File: config.mk
export PLATFORM = sky130hd
export DESIGN_NAME = status_packet_crc16_receiver_top_flat
export DESIGN_NICKNAME = d
export VERILOG_FILES = /design/src/rtl/spcrc_pkg.sv /design/src/rtl/spcrc_if.sv /design/src/rtl/status_packet_crc16_receiver_top.sv /design/src/rtl/spcrc_deframer.sv /design/src/flat_wrapper.sv
export SDC_FILE = /design/constraint.sdc
export NUM_CORES = 1
export LEC_CHECK = 0
export ABC_AREA = 1
export BUFFER_PORTS_ARGS = -buffer_cell sky130_fd_sc_hd__buf_4
export CORE_MARGIN = 4
export CORE_UTILIZATION = 50
export CTS_CLUSTER_DIAMETER = 40
export CTS_CLUSTER_SIZE = 16
export DETAILED_ROUTE_END_ITERATION = 8
export PLACE_DENSITY = 0.7
export SLEW_MARGIN = 5
export SYNTH_ARGS = -nofsm -noshare
export SYNTH_HDL_FRONTEND = slang
export SYNTH_SLANG_ARGS = --single-unit
File: constraint.sdc
create_clock -name i_clk -period 4.6 [get_ports i_clk]
set_input_delay 0.23 -clock i_clk [delete_from_list [all_inputs] [get_ports i_clk]]
set_output_delay 0.23 -clock i_clk [all_outputs]
set_load 0.02 [all_outputs]
File: src/rtl/spcrc_pkg.sv
`timescale 1ns / 1ps
`default_nettype none
// ----------------------------------------------------------------------------
// spcrc_pkg
// Shared types, constants and the byte-wise CRC-16 update for the status
// packet receiver.
// ----------------------------------------------------------------------------
package spcrc_pkg;

    localparam logic [15:0] CRC_POLY        = 16'h8005;
    localparam logic [7:0]  HDR_A           = 8'hFF;
    localparam logic [7:0]  HDR_C           = 8'hFD;
    localparam int          FIXED_BODY      = 6;
    localparam int          POS_ID          = 1;
    localparam int          POS_ERROR       = 5;
    localparam int          KEPT_BYTES      = 4;
    localparam int          COUNT_W         = 3;
    localparam logic [2:0]  PARAM_COUNT_RST = 3'd4;

    typedef enum logic [5:0] {
        ST_HUNT = 6'b000001,
        ST_HDR2 = 6'b000010,
        ST_HDR3 = 6'b000100,
        ST_BODY = 6'b001000,
        ST_CRCL = 6'b010000,
        ST_CRCH = 6'b100000
    } t_phase;

    typedef struct packed {
        logic        packet_ok;
        logic        crc_match;
        logic [7:0]  error_code;
        logic [7:0]  device_id;
        logic [31:0] data_value;
    } t_result;

    // CRC-16, polynomial 0x8005, MSB first, one byte
    function automatic logic [15:0] crc16_byte(input logic [15:0] crc,
                                               input logic [7:0]  b);
        logic [15:0] c;
        c = crc ^ {b, 8'h00};
        for (int k = 0; k < 8; k++) begin
            if (c[15]) begin
                c = {c[14:0], 1'b0} ^ CRC_POLY;
            end else begin
                c = {c[14:0], 1'b0};
            end
        end
        return c;
    endfunction

endpackage
`default_nettype wire

File: src/rtl/spcrc_if.sv
`timescale 1ns / 1ps
`default_nettype none
// ----------------------------------------------------------------------------
// spcrc_if
// Valid/ready channels: received bytes, packet results, configuration.
// ----------------------------------------------------------------------------
interface spcrc_in_if;
    logic       valid;
    logic       ready;
    logic [7:0] rx_byte;

    modport source (output valid, output rx_byte, input ready);
    modport sink   (input valid, input rx_byte, output ready);
endinterface

interface spcrc_out_if;
    logic        valid;
    logic        ready;
    logic        packet_ok;
    logic        crc_match;
    logic [7:0]  error_code;
    logic [7:0]  device_id;
    logic [31:0] data_value;

    modport source (output valid, output packet_ok, output crc_match,
                    output error_code, output device_id, output data_value,
                    input ready);
    modport sink   (input valid, input packet_ok, input crc_match,
                    input error_code, input device_id, input data_value,
                    output ready);
endinterface

interface spcrc_cfg_if;
    logic       valid;
    logic       ready;
    logic [2:0] param_count;

    modport source (output valid, output param_count, input ready);
    modport sink   (input valid, input param_count, output ready);
endinterface
`default_nettype wire

File: src/rtl/status_packet_crc16_receiver_top.sv
`timescale 1ns / 1ps
`default_nettype none
// ----------------------------------------------------------------------------
// status_packet_crc16_receiver_top
// Status packet receiver: header hunt 0xFF 0xFF 0xFD, field capture and
// CRC-16 (0x8005, init 0) check, one result per packet.
// ----------------------------------------------------------------------------
// Takes one received byte per cycle and reports each status packet once its
// CRC high byte arrives: CRC verdict, error byte, device id and up to four
// parameter bytes little-endian. A byte passes an input register, then the
// combinational CRC byte update and field capture, then the result register,
// so a packet's last byte passes both registers before its result is shown,
// and with no stall a byte is taken every cycle. While a result waits in the
// result register with o_res.ready low, the byte in the input register is
// held and the input stalls once that register is full.
// Write param_count only while no packet is in flight.
// ----------------------------------------------------------------------------
module status_packet_crc16_receiver_top #(
    parameter int MAX_PARAMS = 4
) (
    input  wire logic      i_clk,
    input  wire logic      i_rst_n,
    spcrc_in_if.sink       i_rx,
    spcrc_cfg_if.sink      i_cfg,
    spcrc_out_if.source    o_res
);

    logic                r_in_valid;
    logic [7:0]          r_in_byte;
    logic [2:0]          r_param_count;
    logic                r_out_valid;
    spcrc_pkg::t_result  r_out;

    logic                w_adv;
    logic                w_res_valid;
    spcrc_pkg::t_result  w_res;

    assign w_adv      = r_in_valid && (!r_out_valid || o_res.ready);
    assign i_rx.ready = !r_in_valid || w_adv;
    assign i_cfg.ready = 1'b1;

    spcrc_deframer #(
        .MAX_PARAMS (MAX_PARAMS)
    ) u_deframer (
        .i_clk         (i_clk),
        .i_rst_n       (i_rst_n),
        .i_valid       (w_adv),
        .i_byte        (r_in_byte),
        .i_param_count (r_param_count),
        .o_res_valid   (w_res_valid),
        .o_res         (w_res)
    );

    always_ff @(posedge i_clk) begin
        if (!i_rst_n) begin
            r_param_count <= spcrc_pkg::PARAM_COUNT_RST;
        end else if (i_cfg.valid) begin
            r_param_count <= i_cfg.param_count;
        end
    end

    always_ff @(posedge i_clk) begin
        if (!i_rst_n) begin
            r_in_valid <= 1'b0;
        end else if (i_rx.valid && i_rx.ready) begin
            r_in_valid <= 1'b1;
        end else if (w_adv) begin
            r_in_valid <= 1'b0;
        end
    end

    always_ff @(posedge i_clk) begin
        if (i_rx.valid && i_rx.ready) begin
            r_in_byte <= i_rx.rx_byte;
        end
    end

    always_ff @(posedge i_clk) begin
        if (!i_rst_n) begin
            r_out_valid <= 1'b0;
        end else if (w_adv && w_res_valid) begin
            r_out_valid <= 1'b1;
        end else if (o_res.ready) begin
            r_out_valid <= 1'b0;
        end
    end

    always_ff @(posedge i_clk) begin
        if (w_adv && w_res_valid) begin
            r_out <= w_res;
        end
    end

    assign o_res.valid      = r_out_valid;
    assign o_res.packet_ok  = r_out.packet_ok;
    assign o_res.crc_match  = r_out.crc_match;
    assign o_res.error_code = r_out.error_code;
    assign o_res.device_id  = r_out.device_id;
    assign o_res.data_value = r_out.data_value;

endmodule
`default_nettype wire

File: src/rtl/spcrc_deframer.sv
`timescale 1ns / 1ps
`default_nettype none
// ----------------------------------------------------------------------------
// spcrc_deframer
// Header hunt, field capture and running CRC; one byte per enabled cycle,
// result formed combinationally on the CRC high byte.
// ----------------------------------------------------------------------------
module spcrc_deframer #(
    parameter int MAX_PARAMS = 4
) (
    input  wire logic                  i_clk,
    input  wire logic                  i_rst_n,
    input  wire logic                  i_valid,
    input  wire logic [7:0]            i_byte,
    input  wire logic [2:0]            i_param_count,
    output logic                       o_res_valid,
    output spcrc_pkg::t_result         o_res
);

    localparam int POS_W = $clog2(spcrc_pkg::FIXED_BODY + MAX_PARAMS + 1);
    localparam int KEEP  = (MAX_PARAMS < spcrc_pkg::KEPT_BYTES) ?
                           MAX_PARAMS : spcrc_pkg::KEPT_BYTES;

    spcrc_pkg::t_phase  r_phase, n_phase;
    logic [POS_W-1:0]   r_pos, n_pos;
    logic [15:0]        r_crc, n_crc;
    logic [7:0]         r_id, n_id;
    logic [7:0]         r_err, n_err;
    logic [31:0]        r_data, n_data;
    logic [7:0]         r_low, n_low;

    logic [POS_W-1:0]   w_count;
    logic [POS_W-1:0]   w_pos_next;
    logic               w_is_a;
    logic [15:0]        w_crc_upd;
    logic [15:0]        w_got;

    assign w_is_a     = (i_byte == spcrc_pkg::HDR_A);
    assign w_crc_upd  = spcrc_pkg::crc16_byte(r_crc, i_byte);
    assign w_pos_next = r_pos + POS_W'(1);
    assign w_got      = {i_byte, r_low};

    always_comb begin
        if (i_param_count == '0) begin
            w_count = POS_W'(1);
        end else if (int'(i_param_count) > MAX_PARAMS) begin
            w_count = POS_W'(MAX_PARAMS);
        end else begin
            w_count = POS_W'(i_param_count);
        end
    end

    always_comb begin
        n_phase = r_phase;
        n_pos   = r_pos;
        n_crc   = r_crc;
        n_id    = r_id;
        n_err   = r_err;
        n_data  = r_data;
        n_low   = r_low;

        o_res_valid      = 1'b0;
        o_res.crc_match  = (w_got == r_crc);
        o_res.packet_ok  = (w_got == r_crc) && (r_err == 8'h00);
        o_res.error_code = r_err;
        o_res.device_id  = r_id;
        o_res.data_value = r_data;

        if (i_valid) begin
            unique case (r_phase)
                spcrc_pkg::ST_BODY: begin
                    n_crc = w_crc_upd;
                    if (r_pos == POS_W'(spcrc_pkg::POS_ID)) begin
                        n_id = i_byte;
                    end
                    if (r_pos == POS_W'(spcrc_pkg::POS_ERROR)) begin
                        n_err = i_byte;
                    end
                    for (int k = 0; k < KEEP; k++) begin
                        if (r_pos == POS_W'(spcrc_pkg::FIXED_BODY + k)) begin
                            n_data[8*k +: 8] = i_byte;
                        end
                    end
                    if (w_pos_next >= POS_W'(spcrc_pkg::FIXED_BODY) + w_count) begin
                        n_phase = spcrc_pkg::ST_CRCL;
                        n_pos   = '0;
                    end else begin
                        n_pos   = w_pos_next;
                    end
                end
                spcrc_pkg::ST_CRCL: begin
                    n_low   = i_byte;
                    n_phase = spcrc_pkg::ST_CRCH;
                end
                spcrc_pkg::ST_CRCH: begin
                    o_res_valid = 1'b1;
                    n_phase = spcrc_pkg::ST_HUNT;
                    n_pos   = '0;
                    n_crc   = '0;
                    n_id    = '0;
                    n_err   = '0;
                    n_data  = '0;
                    n_low   = '0;
                end
                default: begin
                    // header bytes: advance on match, restart otherwise
                    if (r_phase == spcrc_pkg::ST_HDR2 && w_is_a) begin
                        n_crc   = w_crc_upd;
                        n_phase = spcrc_pkg::ST_HDR3;
                    end else if (r_phase == spcrc_pkg::ST_HDR3 &&
                                 i_byte == spcrc_pkg::HDR_C) begin
                        n_crc   = w_crc_upd;
                        n_phase = spcrc_pkg::ST_BODY;
                        n_pos   = '0;
                    end else begin
                        n_pos   = '0;
                        n_id    = '0;
                        n_err   = '0;
                        n_data  = '0;
                        n_low   = '0;
                        if (w_is_a) begin
                            n_crc   = spcrc_pkg::crc16_byte(16'h0000, spcrc_pkg::HDR_A);
                            n_phase = spcrc_pkg::ST_HDR2;
                        end else begin
                            n_crc   = '0;
                            n_phase = spcrc_pkg::ST_HUNT;
                        end
                    end
                end
            endcase
        end
    end

    always_ff @(posedge i_clk) begin
        if (!i_rst_n) begin
            r_phase <= spcrc_pkg::ST_HUNT;
            r_pos   <= '0;
            r_crc   <= '0;
            r_id    <= '0;
            r_err   <= '0;
            r_data  <= '0;
            r_low   <= '0;
        end else begin
            r_phase <= n_phase;
            r_pos   <= n_pos;
            r_crc   <= n_crc;
            r_id    <= n_id;
            r_err   <= n_err;
            r_data  <= n_data;
            r_low   <= n_low;
        end
    end

endmodule
`default_nettype wire
File: src/flat_wrapper.sv
// flat-port wrapper written by rule: the top's interface ports become plain ports
module status_packet_crc16_receiver_top_flat 
#(
    parameter int MAX_PARAMS = 4
)
  (i_clk, i_rst_n, i_rx_valid, i_rx_rx_byte, i_rx_ready, i_cfg_valid, i_cfg_param_count, i_cfg_ready, o_res_valid, o_res_packet_ok, o_res_crc_match, o_res_error_code, o_res_device_id, o_res_data_value, o_res_ready);
  spcrc_in_if i_rx_i ();
  spcrc_cfg_if i_cfg_i ();
  spcrc_out_if o_res_i ();
  input  wire logic i_clk;
  input  wire logic i_rst_n;
  input wire logic [$bits(i_rx_i.valid)-1:0] i_rx_valid;
  input wire logic [$bits(i_rx_i.rx_byte)-1:0] i_rx_rx_byte;
  output wire logic [$bits(i_rx_i.ready)-1:0] i_rx_ready;
  input wire logic [$bits(i_cfg_i.valid)-1:0] i_cfg_valid;
  input wire logic [$bits(i_cfg_i.param_count)-1:0] i_cfg_param_count;
  output wire logic [$bits(i_cfg_i.ready)-1:0] i_cfg_ready;
  output wire logic [$bits(o_res_i.valid)-1:0] o_res_valid;
  output wire logic [$bits(o_res_i.packet_ok)-1:0] o_res_packet_ok;
  output wire logic [$bits(o_res_i.crc_match)-1:0] o_res_crc_match;
  output wire logic [$bits(o_res_i.error_code)-1:0] o_res_error_code;
  output wire logic [$bits(o_res_i.device_id)-1:0] o_res_device_id;
  output wire logic [$bits(o_res_i.data_value)-1:0] o_res_data_value;
  input wire logic [$bits(o_res_i.ready)-1:0] o_res_ready;
  assign i_rx_i.valid = i_rx_valid;
  assign i_rx_i.rx_byte = i_rx_rx_byte;
  assign i_rx_ready = i_rx_i.ready;
  assign i_cfg_i.valid = i_cfg_valid;
  assign i_cfg_i.param_count = i_cfg_param_count;
  assign i_cfg_ready = i_cfg_i.ready;
  assign o_res_valid = o_res_i.valid;
  assign o_res_packet_ok = o_res_i.packet_ok;
  assign o_res_crc_match = o_res_i.crc_match;
  assign o_res_error_code = o_res_i.error_code;
  assign o_res_device_id = o_res_i.device_id;
  assign o_res_data_value = o_res_i.data_value;
  assign o_res_i.ready = o_res_ready;
  status_packet_crc16_receiver_top #(.MAX_PARAMS(MAX_PARAMS)) u_core (.i_clk(i_clk), .i_rst_n(i_rst_n), .i_rx(i_rx_i), .i_cfg(i_cfg_i), .o_res(o_res_i));
endmodule
; Word-level counts from Yosys, hierarchy flattened
; Index checks and enable logic that the tools add are counted.
[totals]
register_bits = 145
latchBits = 0
ram_bits = 0
romBits = 0
input_bits = 16
out_inout_bits = 53
word_cells = 125
memories = 0
[op_classes]
add_sub_neg = 2
n_mul = 0
n_div = 0
order_cmp = 2
n_eq_ne = 25
shifts = 0
muxes = 42
bitwise_logic = 11
n_reduce_logical = 24
[ops]
columns = cell, count
row1 = $mux 16, 10
row2 = $pmux 32 s3, 1
row3 = $pmux 8 s3, 3
row4 = $mux 32, 2
row5 = $mux 8, 8
row6 = $pmux 16 s3, 1
row7 = $reduce_and 5->1, 6
row8 = $not 3->3, 8
row9 = $pmux 6 s3, 1
row10 = $eq 16x16->1, 1
row11 = $eq 8x8->1 const B, 2
row12 = $mux 4, 4
row13 = $xor 16x16->16, 1
row14 = $ne 2x2->1 const B, 7
row15 = $eq 4x3->1 const B, 3
row16 = $ne 3x1->1 const B, 4
row17 = $pmux 4 s3, 1
row18 = $mux 10, 1
row19 = $eq 4x4->1 const B, 2
row20 = $logic_not 8->1, 1
row21 = $eq 6x2->1 const B, 1
row22 = $eq 6x3->1 const B, 1
row23 = $eq 6x4->1 const B, 1
row24 = $eq 6x5->1 const B, 1
row25 = 19 further kinds, 35

; Longest topological paths before layout
; Gate-level depths: netlist of run 1.
[logic_depth]
word_depth = 20
mapped_depth = 15
depth_no_buf = 15

; Cells and area by module
; A second synthesis of run 1 with hierarchy kept.
[hier_totals]
cells_unflattened = 629
area_unflattened_um2 = 5931.9
[by_module_without_submodules]
columns = mod, instances, cells_each, area_per_inst_um2, seq_area_each_um2
row1 = spcrc_deframer, 1, 539, 3970.1, 1641.6
row2 = status_packet_crc16_receiver_top, 1, 90, 1961.9, 1841.8

; Least setup slack after synthesis of run 1
; No wires, ideal clock.
[synth_timing]
kind = register -> register
from = reg u_core.u_deframer.r_phase[0]
to = reg u_core.r_out (netlist bit u_core.o_res.crc_match), enable pin
setup_ns = 0.459
arrival_ns = 2.920
required_time_ns = 4.141
path_slack_ns = 1.220
stages_incl_launch_ff = 5
n_path_buf = 0
synth_period_minus_slack_ns = 3.380
cell_sequence = dfxtp_1 or2_1 nor2_2 nand3_1 nor2_1
[synth_between]
elab_chain_len = 4
[synth_lines]
columns = item, line_no
row1 = "start, declared", spcrc_deframer.sv:24  ; spcrc_pkg::t_phase r_phase, n_phase;
row2 = "start signal, assigned", spcrc_deframer.sv:136  ; r_phase <= spcrc_pkg::ST_HUNT;
row3 = "start signal, assigned", spcrc_deframer.sv:144  ; r_phase <= n_phase;
row4 = $eq 6x6->1, spcrc_deframer.sv:70  ; unique case (r_phase)
row5 = $mux 1, spcrc_deframer.sv:70
row6 = $mux 1, spcrc_deframer.sv:69  ; if (i_valid) begin
row7 = $logic_and 1x1->1, status_packet_crc16_receiver_top.sv:89  ; if (w_adv && w_res_valid) begin
row8 = "end signal, assigned", status_packet_crc16_receiver_top.sv:90  ; r_out <= w_res;
row9 = "end, declared", status_packet_crc16_receiver_top.sv:32  ; spcrc_pkg::t_result r_out;
; Every way passes these cells.
; A chain may end at the register's enable or synchronous reset.

; Final worst setup path of run 1
[layout_timing]
from = reg u_core.u_deframer.r_phase[3]
to = reg u_core.u_deframer.r_id[0]
[layout_between]
elab_chain_len = 4
word_cells_on_any_way = 13
classes_between = 8 x eq/ne / 1 x mux / 1 x bitwise / 3 x reduce/logical
[layout_lines]
columns = item, line_no
row1 = $eq 6x3->1 / $eq 6x2->1 (equally long branches), "spcrc_deframer.sv:110, spcrc_deframer.sv:107"
row2 = "$logic_and 1x1->1, on equally long branches", "spcrc_deframer.sv:110, spcrc_deframer.sv:107"
row3 = $ne 3x1->1 (no line), n/a
row4 = $reduce_and 5->1 (no line), n/a
row5 = "end signal, assigned", spcrc_deframer.sv:147  ; r_id <= n_id;
row6 = "end, declared", spcrc_deframer.sv:27  ; logic [7:0] r_id, n_id;
; Several ways; a longest one is shown, not always the timed one.

==> results.md, run 1 <==
- Routed Antenna Nets: 0
- Full die area: 0.0138 mm^2
- Avg Vias per Cell: 5.30
- Critical-path top delay cell: nor2_4
- Final Hold Vio Count: 0
- Status: finished, final reports clean
- Placed instance count: 821
- Clk_skew: 5.93 ps
- Maximum clock rate: 376 MHz
- Antenna cell count: 0
- H-Tree Depth: 4
- CP Capture Type: flop
- DR WL/cell: 15.5 um
- I/O Pins: 69
- Reg-to-reg slack, setup: 1940 ps
- # port buffers: 67
- Synth warn: 0
- Die Y: 117 um
- CP max FO: 48
- Post-synth EDFFs: 58
- Hold Path Class: primary input to flop
- First-pass GRT wire length: 22,300 um
- Final period utilization: 0.578
- Die width: 117 um
- Async set or reset register ratio after synthesis: 0
- GRT Resource Usage Total: 0.202
- Synth unique cells: 39
- Max clock buf depth: 2
- VDD IR max: 0.000210 V
- Max_cap viols: 0
- Cell Area, Synth: 0.00598 mm^2
- Hold Slack: 38.7 ps
- Drt total wl: 13,400 um
- Commonest register cell after synthesis: dfxtp_1
- Clock period minus worst slack: 2660 ps
- Fin worst setup slack: 1940 ps
- Fill cell count: 972
- 1st-pass router iterations: 5
- Sequential area share after synthesis: 0.583
- Syn Area/Cell: 9.46 um^2
- Gp weighted congestion: 0.898
- Syn nets: 661
- RSZ-0062 raised after global routing: no
- Worst slew pin tran: 965 ps
- Area after DPL: 0.00653 mm^2
- P_leak: 2.87 nW
- Initial DRC count: 271
- Cell Rows: 39
- DR vias: 4,563
- Synthesis-to-layout area growth: 20.7%
- DRC: 0
- Post-route setup TNS: 0 ps
- CP startpoint kind: flop
- Clock buffer count from CTS: 17
- Design Area, Final: 0.00721 mm^2
- Cts repair resizes: 0
- Remaining global-route overflow: 0
- Initial core utilization: 0.517
- Layout net count: 734
- Post-DP HPWL: 9160 um
- CTS clk-pin slew, worst paths: 60 ps
- Slew Viols, Final: 0
- Vias in the first global route: 4,468
- Placement Setup Slack: 1990 ps
- Crit path cell chain: inv_2 -> nand2_1 -> nor2_2 -> nand3_1 -> inv_2 -> nor2_8 -> inv_4 -> nor2_4 -> o21ai_2 -> o21ai_0 -> a21oi_1
- Share of layout cells above drive strength 1: 0.194
- WP data required: 4890 ps
- CTS tree: built
- #FFs+latches synth: 145
- Mapped Cells: 632
- Arr. time, crit path: 2950 ps
- Clk root buf: clkbuf_16
- # setup viols final: 0
- Initial antenna violation count: 0
- WS Path Type: flop to flop
- Layout Cells excl Fill: 861
- CTS sink cnt: 145
- Max-Slew Margin vs Limit: 0.355
- Most used cell, CP: inv_2
- CP peak stage delay: 760 ps
- Worst-skew pair later-pin latency: 420 ps
- Cell Pwr Density: 400 mW/mm^2
- Core footprint: 0.0116 mm^2
- Largest net degree at the start of global routing: 53
through the flow:
step,power [mW],utilization
after CTS,2.89,0.624
after floorplan,1.48,-
after global placement,1.50,0.565
final,2.88,0.624
after global routing,2.97,0.624
after detailed placement,1.51,0.565
what timing repair did:
action	CTS	global route
buffers inserted	0	0
hold buffers	8	0
hold endpoints to repair	8	0
endpoints found under the setup margin	0	0
power breakdown:
group | total (mW) | switching, mW | internal, mW | leakage [nW]
sequential | 1.36 | 0.0159 | 1.35 | 1.34
combinational | 0.127 | 0.0829 | 0.0438 | 1.25
clock | 1.40 | 0.518 | 0.879 | 0.288
flip-flops by register name, indices dropped and copies added (netlist names):
signal / cells
u_core.r_in_byte: 8
u_core.o_res.packet_ok: 1
u_core.u_deframer.r_err: 8
u_core.o_res.device_id: 8
u_core.u_deframer.r_low: 8
u_core.u_deframer.r_crc: 16
u_core.r_param_count: 3
u_core.u_deframer.r_pos: 4
u_core.o_res.crc_match: 1
u_core.u_deframer.r_data: 32
u_core.r_in_valid: 1
u_core.o_res.data_value: 32
u_core.u_deframer.r_id: 8
u_core.o_res.error_code: 8
u_core.o_res.valid: 1
u_core.u_deframer.r_phase: 6
layer usage:
layer  global-route usage  wire (um)  up-vias
li1                     -          -     2278
met1                0.251       5850     2127
met2                0.338       6550      137
met3               0.0472        728       21
met4               0.0858        238        0
met5                    0          0        -
Yosys cell counts (6+ instances only):
library cell  instances  share of area
dfxtp_1              87           0.29
o21ai_0              13          0.011
buf_6                 6          0.011
nor2_1               21          0.013
clkbuf_1             11         0.0069
edfxtp_1             58           0.29
xnor2_1               8          0.012
ha_1                 13          0.027
inv_2                 7         0.0044
nor2_2                7         0.0073
nand3_1              64          0.054
xor2_1                8          0.012
a21oi_1              79          0.066
nand2_1             140          0.088
inv_1                51          0.032
nand2_2               9         0.0094
critical path, delay by kind of cell (launching register included):
| family | cells | cell delay [ps] |
|---|---|---|
| AND/OR/NAND/NOR | 5 | 1120 |
| AO/OA/AOI/OAI | 3 | 710 |
| flip-flops | 1 | 410 |
| buffers and inverters | 3 | 280 |
path summary, 6_finish.rpt:
path | from | endpoint | cells past startpoint
worst max-delay path | u_core.u_deframer.r_phase[3]$_SDFFE_PN0P_ | u_core.u_deframer.r_id[0]$_SDFFE_PN0P_ | 11
worst min-delay path | i_cfg_valid | u_core.r_param_count[2]$_SDFFE_PN1P_ | 2
worst max register to register | u_core.u_deframer.r_phase[3]$_SDFFE_PN0P_ | u_core.u_deframer.r_id[0]$_SDFFE_PN0P_ | 11
worst min register to register | u_core.u_deframer.r_data[20]$_SDFFE_PN0P_ | u_core.o_res.data_value[20]$_DFFE_PP_ | 0
cells by family (layout without fill, tap and decap cells):
group / after synthesis / in the layout / share of synthesized area
simple gates: 266 / 266 / 0.204
other cells: 1 / 1 / 0.000628
buf+inv: 82 / 168 / 0.0624
xor+xnor: 16 / 16 / 0.0235
compound gates: 109 / 109 / 0.0992
fa+ha+maj: 13 / 13 / 0.0272
flops: 145 / 145 / 0.583
area by class of cell:
cell class              count  area (um^2)  area share
multi-input cells         405         2130       0.295
inverters                  59          224      0.0311
clock inverters            10          136      0.0189
well taps                 143          179      0.0248
repair buffers             77          598      0.0829
flip-flops and latches    145         3480       0.483
clock buffers              22          464      0.0644
cells in the final DEF, fill, tap and decap left out, types with 5 or more instances in the layout:
cell and count:
a211oi_1 5, a21oi_1 79, buf_4 69, clkbuf_16 17
dfxtp_1 87, dlygate4sd3_1 8, edfxtp_1 58, ha_1 13
inv_1 50, inv_2 8, nand2_1 140, nand2_2 9
nand3_1 64, nand4_1 5, nor2_1 20, nor2_2 7
o21ai_0 13, or2_2 5, xnor2_1 8, xor2_1 8
Power figures use the tool's default switching activity.
==> run 2: changes to the inputs <==
==> constraint.sdc (replaced) <==
create_clock -name i_clk -period 2.5 [get_ports i_clk]
set_input_delay 0.125 -clock i_clk [delete_from_list [all_inputs] [get_ports i_clk]]
set_output_delay 0.125 -clock i_clk [all_outputs]
set_load 0.02 [all_outputs]
==> results.md, run 2 (synthesized netlist as in run 1, its figures left out) <==
- Most used cell, CP: nand2_1
- Commonest non-fill, non-tap cell in the layout: nand2_1
- WP data required: 2850 ps
- Commonest non-fill, non-tap cells in the layout: 140 x nand2_1, 87 x dfxtp_1, 79 x a21oi_1
- # setup viols final: 0
- VDD IR max: 0.000508 V
- Maximum clock rate: 418 MHz
- Share of layout cells above drive strength 1: 0.199
- Final Hold Vio Count: 0
- Gp weighted congestion: 0.930
- Die Y: 117 um
- Drt total wl: 13,100 um
- CTS tree: built
- Max-Slew Margin vs Limit: 0.502
- Layout net count: 744
- Hold Slack: 25.8 ps
- Worst-skew pair later-pin latency: 420 ps
- WS Path Type: flop to flop
- Initial core utilization: 0.517
- Status: finished, final reports clean
- RSZ-0062 raised after global routing: no
- CP peak stage delay: 420 ps
- Slew Viols, Final: 0
- Core footprint: 0.0116 mm^2
- Max_cap viols: 0
- CP Capture Type: flop
- Clock period minus worst slack: 2390 ps
- Clk_skew: 5.98 ps
- Full die area: 0.0138 mm^2
- Clock buffer count from CTS: 17
- Cell Rows: 39
- CTS sink cnt: 145
- Max clock buf depth: 2
- Remaining global-route overflow: 0
- CP startpoint kind: flop
- DRC: 0
- First-pass GRT wire length: 21,700 um
- Final period utilization: 0.956
- P_leak: 2.90 nW
- # port buffers: 67
- Fill cell count: 912
- DR WL/cell: 15.1 um
- Vias in the first global route: 4,366
- Routed Antenna Nets: 0
- Largest net degree at the start of global routing: 52
- Initial antenna violation count: 0
- I/O Pins: 69
- Critical-path top delay cell: dfxtp_1
- Antenna cell count: 0
- H-Tree Depth: 4
- Post-DP HPWL: 8910 um
- DR vias: 4,605
- Clk root buf: clkbuf_16
- Cell Pwr Density: 721 mW/mm^2
- Post-route setup TNS: 0 ps
- Reg-to-reg slack, setup: 110 ps
- Arr. time, crit path: 2740 ps
- CTS clk-pin slew, worst paths: 60 ps
- Avg Vias per Cell: 5.29
- CP max FO: 10
- Synthesis-to-layout area growth: 22.5%
- Initial DRC count: 306
- Worst slew pin tran: 746 ps
- 1st-pass router iterations: 5
- Crit path cell chain: inv_1 -> ha_1 -> ha_1 -> nand2_1 -> nand2_1 -> nand2_1 -> a21oi_1 -> inv_1 -> nand3_1 -> nand2_1 -> or2_2 -> a21oi_1
- Hold Path Class: primary input to flop
- GRT Resource Usage Total: 0.197
- Die width: 117 um
## run 2: layer usage
metal	vias to the layer above	routed length (um)	global-route usage
li1	2290	-	-
met1	2115	5730	0.255
met2	170	6130	0.304
met3	30	913	0.0626
met4	0	366	0.0858
met5	-	0	0
## run 2: final timing paths
kind                                            from                                   endpoint  cells after the start
max          u_core.u_deframer.r_pos[0]$_SDFFE_PN0P_  u_core.u_deframer.r_phase[3]$_SDFFE_PN0P_                     12
min                                          i_rst_n    u_core.u_deframer.r_low[6]$_SDFFE_PN0P_                      3
max reg2reg  u_core.u_deframer.r_pos[0]$_SDFFE_PN0P_  u_core.u_deframer.r_phase[3]$_SDFFE_PN0P_                     12
min reg2reg   u_core.u_deframer.r_id[7]$_SDFFE_PN0P_        u_core.o_res.device_id[7]$_DFFE_PP_                      0
## run 2: where the power goes
part           internal, mW  total (mW)  switching [mW]
clock network          1.56        2.53           0.967
logic                0.0930       0.247           0.154
registers              2.48        2.50          0.0274
total                  4.13        5.28            1.15
## run 2: timing repair
item	4_1_cts	5_1_grt
gates resized for setup	0	0
buffers inserted	0	0
hold buffers	14	0
endpoints found under the hold margin	13	0
setup endpoints to repair	0	0
## run 2: area by class of cell
| type | instances | area [um^2] | share of cell area |
|---|---|---|---|
| Inverter | 59 | 224 | 0.0306 |
| Tap cell | 143 | 179 | 0.0244 |
| Clock inverter | 14 | 166 | 0.0227 |
| Sequential cell | 145 | 3480 | 0.476 |
| Multi-Input combinational cell | 405 | 2130 | 0.290 |
| Timing Repair Buffer | 87 | 713 | 0.0974 |
| Clock buffer | 18 | 429 | 0.0586 |
## run 2: critical path, delay by kind of cell (launching register included)
kind            cells  cell delay, ps
simple gates        6             830
fa+ha+maj           2             630
flops               1             420
compound gates      2             250
buf+inv             2             210
## run 2: metrics by stage
stage / util / cells / setup WS [ps] / area, um^2 / total power, mW
global placement: 0.570 / 825 / 361 / 6590 / 2.77
global route: 0.633 / 871 / 5.98 / 7320 / 5.46
floorplan: - / 632 / 480 / 5980 / 2.72
detailed placement: 0.570 / 825 / 202 / 6590 / 2.78
CTS: 0.633 / 871 / 161 / 7320 / 5.30
finish: 0.633 / 871 / 109 / 7320 / 5.28
==> run 3: changes to the inputs <==
--- a/config.mk
+++ b/config.mk
@@ -12,7 +12,8 @@
 export CTS_CLUSTER_DIAMETER = 40
 export CTS_CLUSTER_SIZE = 16
 export DETAILED_ROUTE_END_ITERATION = 8
-export PLACE_DENSITY = 0.7
+export PLACE_DENSITY_LB_ADDON = 0.08
+export REMOVE_ABC_BUFFERS = 1
 export SLEW_MARGIN = 5
 export SYNTH_ARGS = -nofsm -noshare
 export SYNTH_HDL_FRONTEND = slang
==> results.md, run 3 (synthesized netlist as in run 1, its figures left out) <==
- Status: finished, final reports clean
- VDD IR max: 0.000415 V
- Clock buffer count from CTS: 17
- CP max FO: 10
- Avg Vias per Cell: 5.20
- Largest net degree at the start of global routing: 52
- Initial DRC count: 299
- Cell Pwr Density: 679 mW/mm^2
- DRC: 0
- Clk_skew: 4.58 ps
- Initial core utilization: 0.517
- Post-layout total power: 4.93 mW
- Max_cap viols: 0
- Final Hold Vio Count: 0
- Antenna cell count: 0
- P_leak: 2.89 nW
- Maximum clock rate: 444 MHz
- Final period utilization: 0.901
- Share of layout cells above drive strength 1: 0.198
- First-pass GRT wire length: 22,200 um
- Commonest non-fill, non-tap cells in the layout: 140 x nand2_1, 87 x dfxtp_1, 79 x a21oi_1
- H-Tree Depth: 4
- Clock period minus worst slack: 2250 ps
- # port buffers: 67
- Metal2 WL: 5980 um
- Worst slew pin tran: 547 ps
- Reg-to-reg slack, setup: 250 ps
- CTS tree: built
- Arr. time, crit path: 2600 ps
- Die width: 117 um
- # setup viols final: 0
- Placement Setup Slack: 248 ps
- WS Path Type: flop to flop
- GRT Resource Usage Total: 0.201
- Cell Rows: 39
- Remaining global-route overflow: 0
- Core footprint: 0.0116 mm^2
- Max clock buf depth: 2
- Vias in the first global route: 4,476
- Design Area, Final: 0.00727 mm^2
- CP Capture Type: flop
- Commonest non-fill, non-tap cell in the layout: nand2_1
- Cts repair resizes: 0
- Max-Slew Margin vs Limit: 0.635
- Area after DPL: 0.00660 mm^2
- WP data required: 2840 ps
- Die Y: 117 um
- WL met3: 768 um
- 1st-pass router iterations: 5
- Routed Antenna Nets: 0
- DR WL/cell: 14.9 um
- CTS clk-pin slew, worst paths: 50 ps
- Full die area: 0.0138 mm^2
- CP startpoint kind: flop
- Hold Slack: 30.2 ps
- I/O Pins: 69
- Synthesis-to-layout area growth: 21.6%
- Slew Viols, Final: 0
- Clk root buf: clkbuf_16
- Highest metal used: met4
- Worst-skew pair later-pin latency: 420 ps
- DR vias: 4,553
- Initial antenna violation count: 0
- RSZ-0062 raised after global routing: no
- CTS sink cnt: 145
- Drt total wl: 13,000 um
- Gp weighted congestion: 0.889
- Met1 WL: 5930 um
- Hold Path Class: primary input to flop
- Fin worst setup slack: 248 ps
- Layout net count: 749
- Post-DP HPWL: 9060 um
-- run 3: changes by cell type in the layout (fill, tap and decap cells not counted), sizes merged --
cell	delta
bufinv	-3
buf	+3
inv	+1
clkbuf	+4
clkinv	-2
dlygate4sd3	+2
-- run 3: stage by stage --
step / utilization / setup TNS, ps / instances
4_1_cts: 0.628 / 0 / 876
3_5_place_dp: 0.570 / 0 / 828
6_report: 0.628 / 0 / 876
3_3_place_gp: 0.570 / 0 / 828
2_1_floorplan: - / -44770 / 609
5_1_grt: 0.628 / 0 / 876
-- run 3: cell type report --
cell class / instances / area (um^2)
fillers: 962 / 4300
inverters: 59 / 224
repair buffers: 92 / 743
clock inverters: 10 / 65.1
flip-flops and latches: 145 / 3480
clock buffers: 22 / 444
well taps: 143 / 179
multi-input cells: 405 / 2130
-- run 3: worst max-delay path, cell delays in order (launching register included) --
cell and delay [ps]:
dfxtp_1 410, inv_1 120, ha_1 340, ha_1 280
nand2_1 50, nand2_1 50, nand2_1 40, a21oi_1 110
inv_1 60, nand3_1 100, nand2_1 190, or2_2 330
a21oi_1 120
-- run 3: power by group --
group	total [mW]	internal, mW	switching, mW	leakage [nW]
Clock	2.18	1.26	0.922	0.244
Combinational	0.249	0.0950	0.154	1.31
Sequential	2.50	2.48	0.0279	1.33
Total	4.93	3.83	1.10	2.89
-- run 3: repair_timing --
item,in CTS,in global routing
endpoints found under the hold margin,13,0
hold buffers,16,0
setup endpoints to repair,0,0
buffers inserted,0,0
-- run 3: path summary, 6_finish.rpt --
kind	from	end	cells after the start
worst min-delay path	i_cfg_valid	u_core.r_param_count[0]$_SDFFE_PN0P_	3
worst min register to register	u_core.u_deframer.r_data[25]$_SDFFE_PN0P_	u_core.o_res.data_value[25]$_DFFE_PP_	0
worst max-delay path	u_core.u_deframer.r_pos[0]$_SDFFE_PN0P_	u_core.u_deframer.r_phase[3]$_SDFFE_PN0P_	12
worst max register to register	u_core.u_deframer.r_pos[0]$_SDFFE_PN0P_	u_core.u_deframer.r_phase[3]$_SDFFE_PN0P_	12
-- run 3: metal layers --
metal,vias up,GRT usage
met1,2068,0.262
met5,-,0
li1,2309,-
met2,147,0.310
met4,0,0.0990
met3,29,0.0549
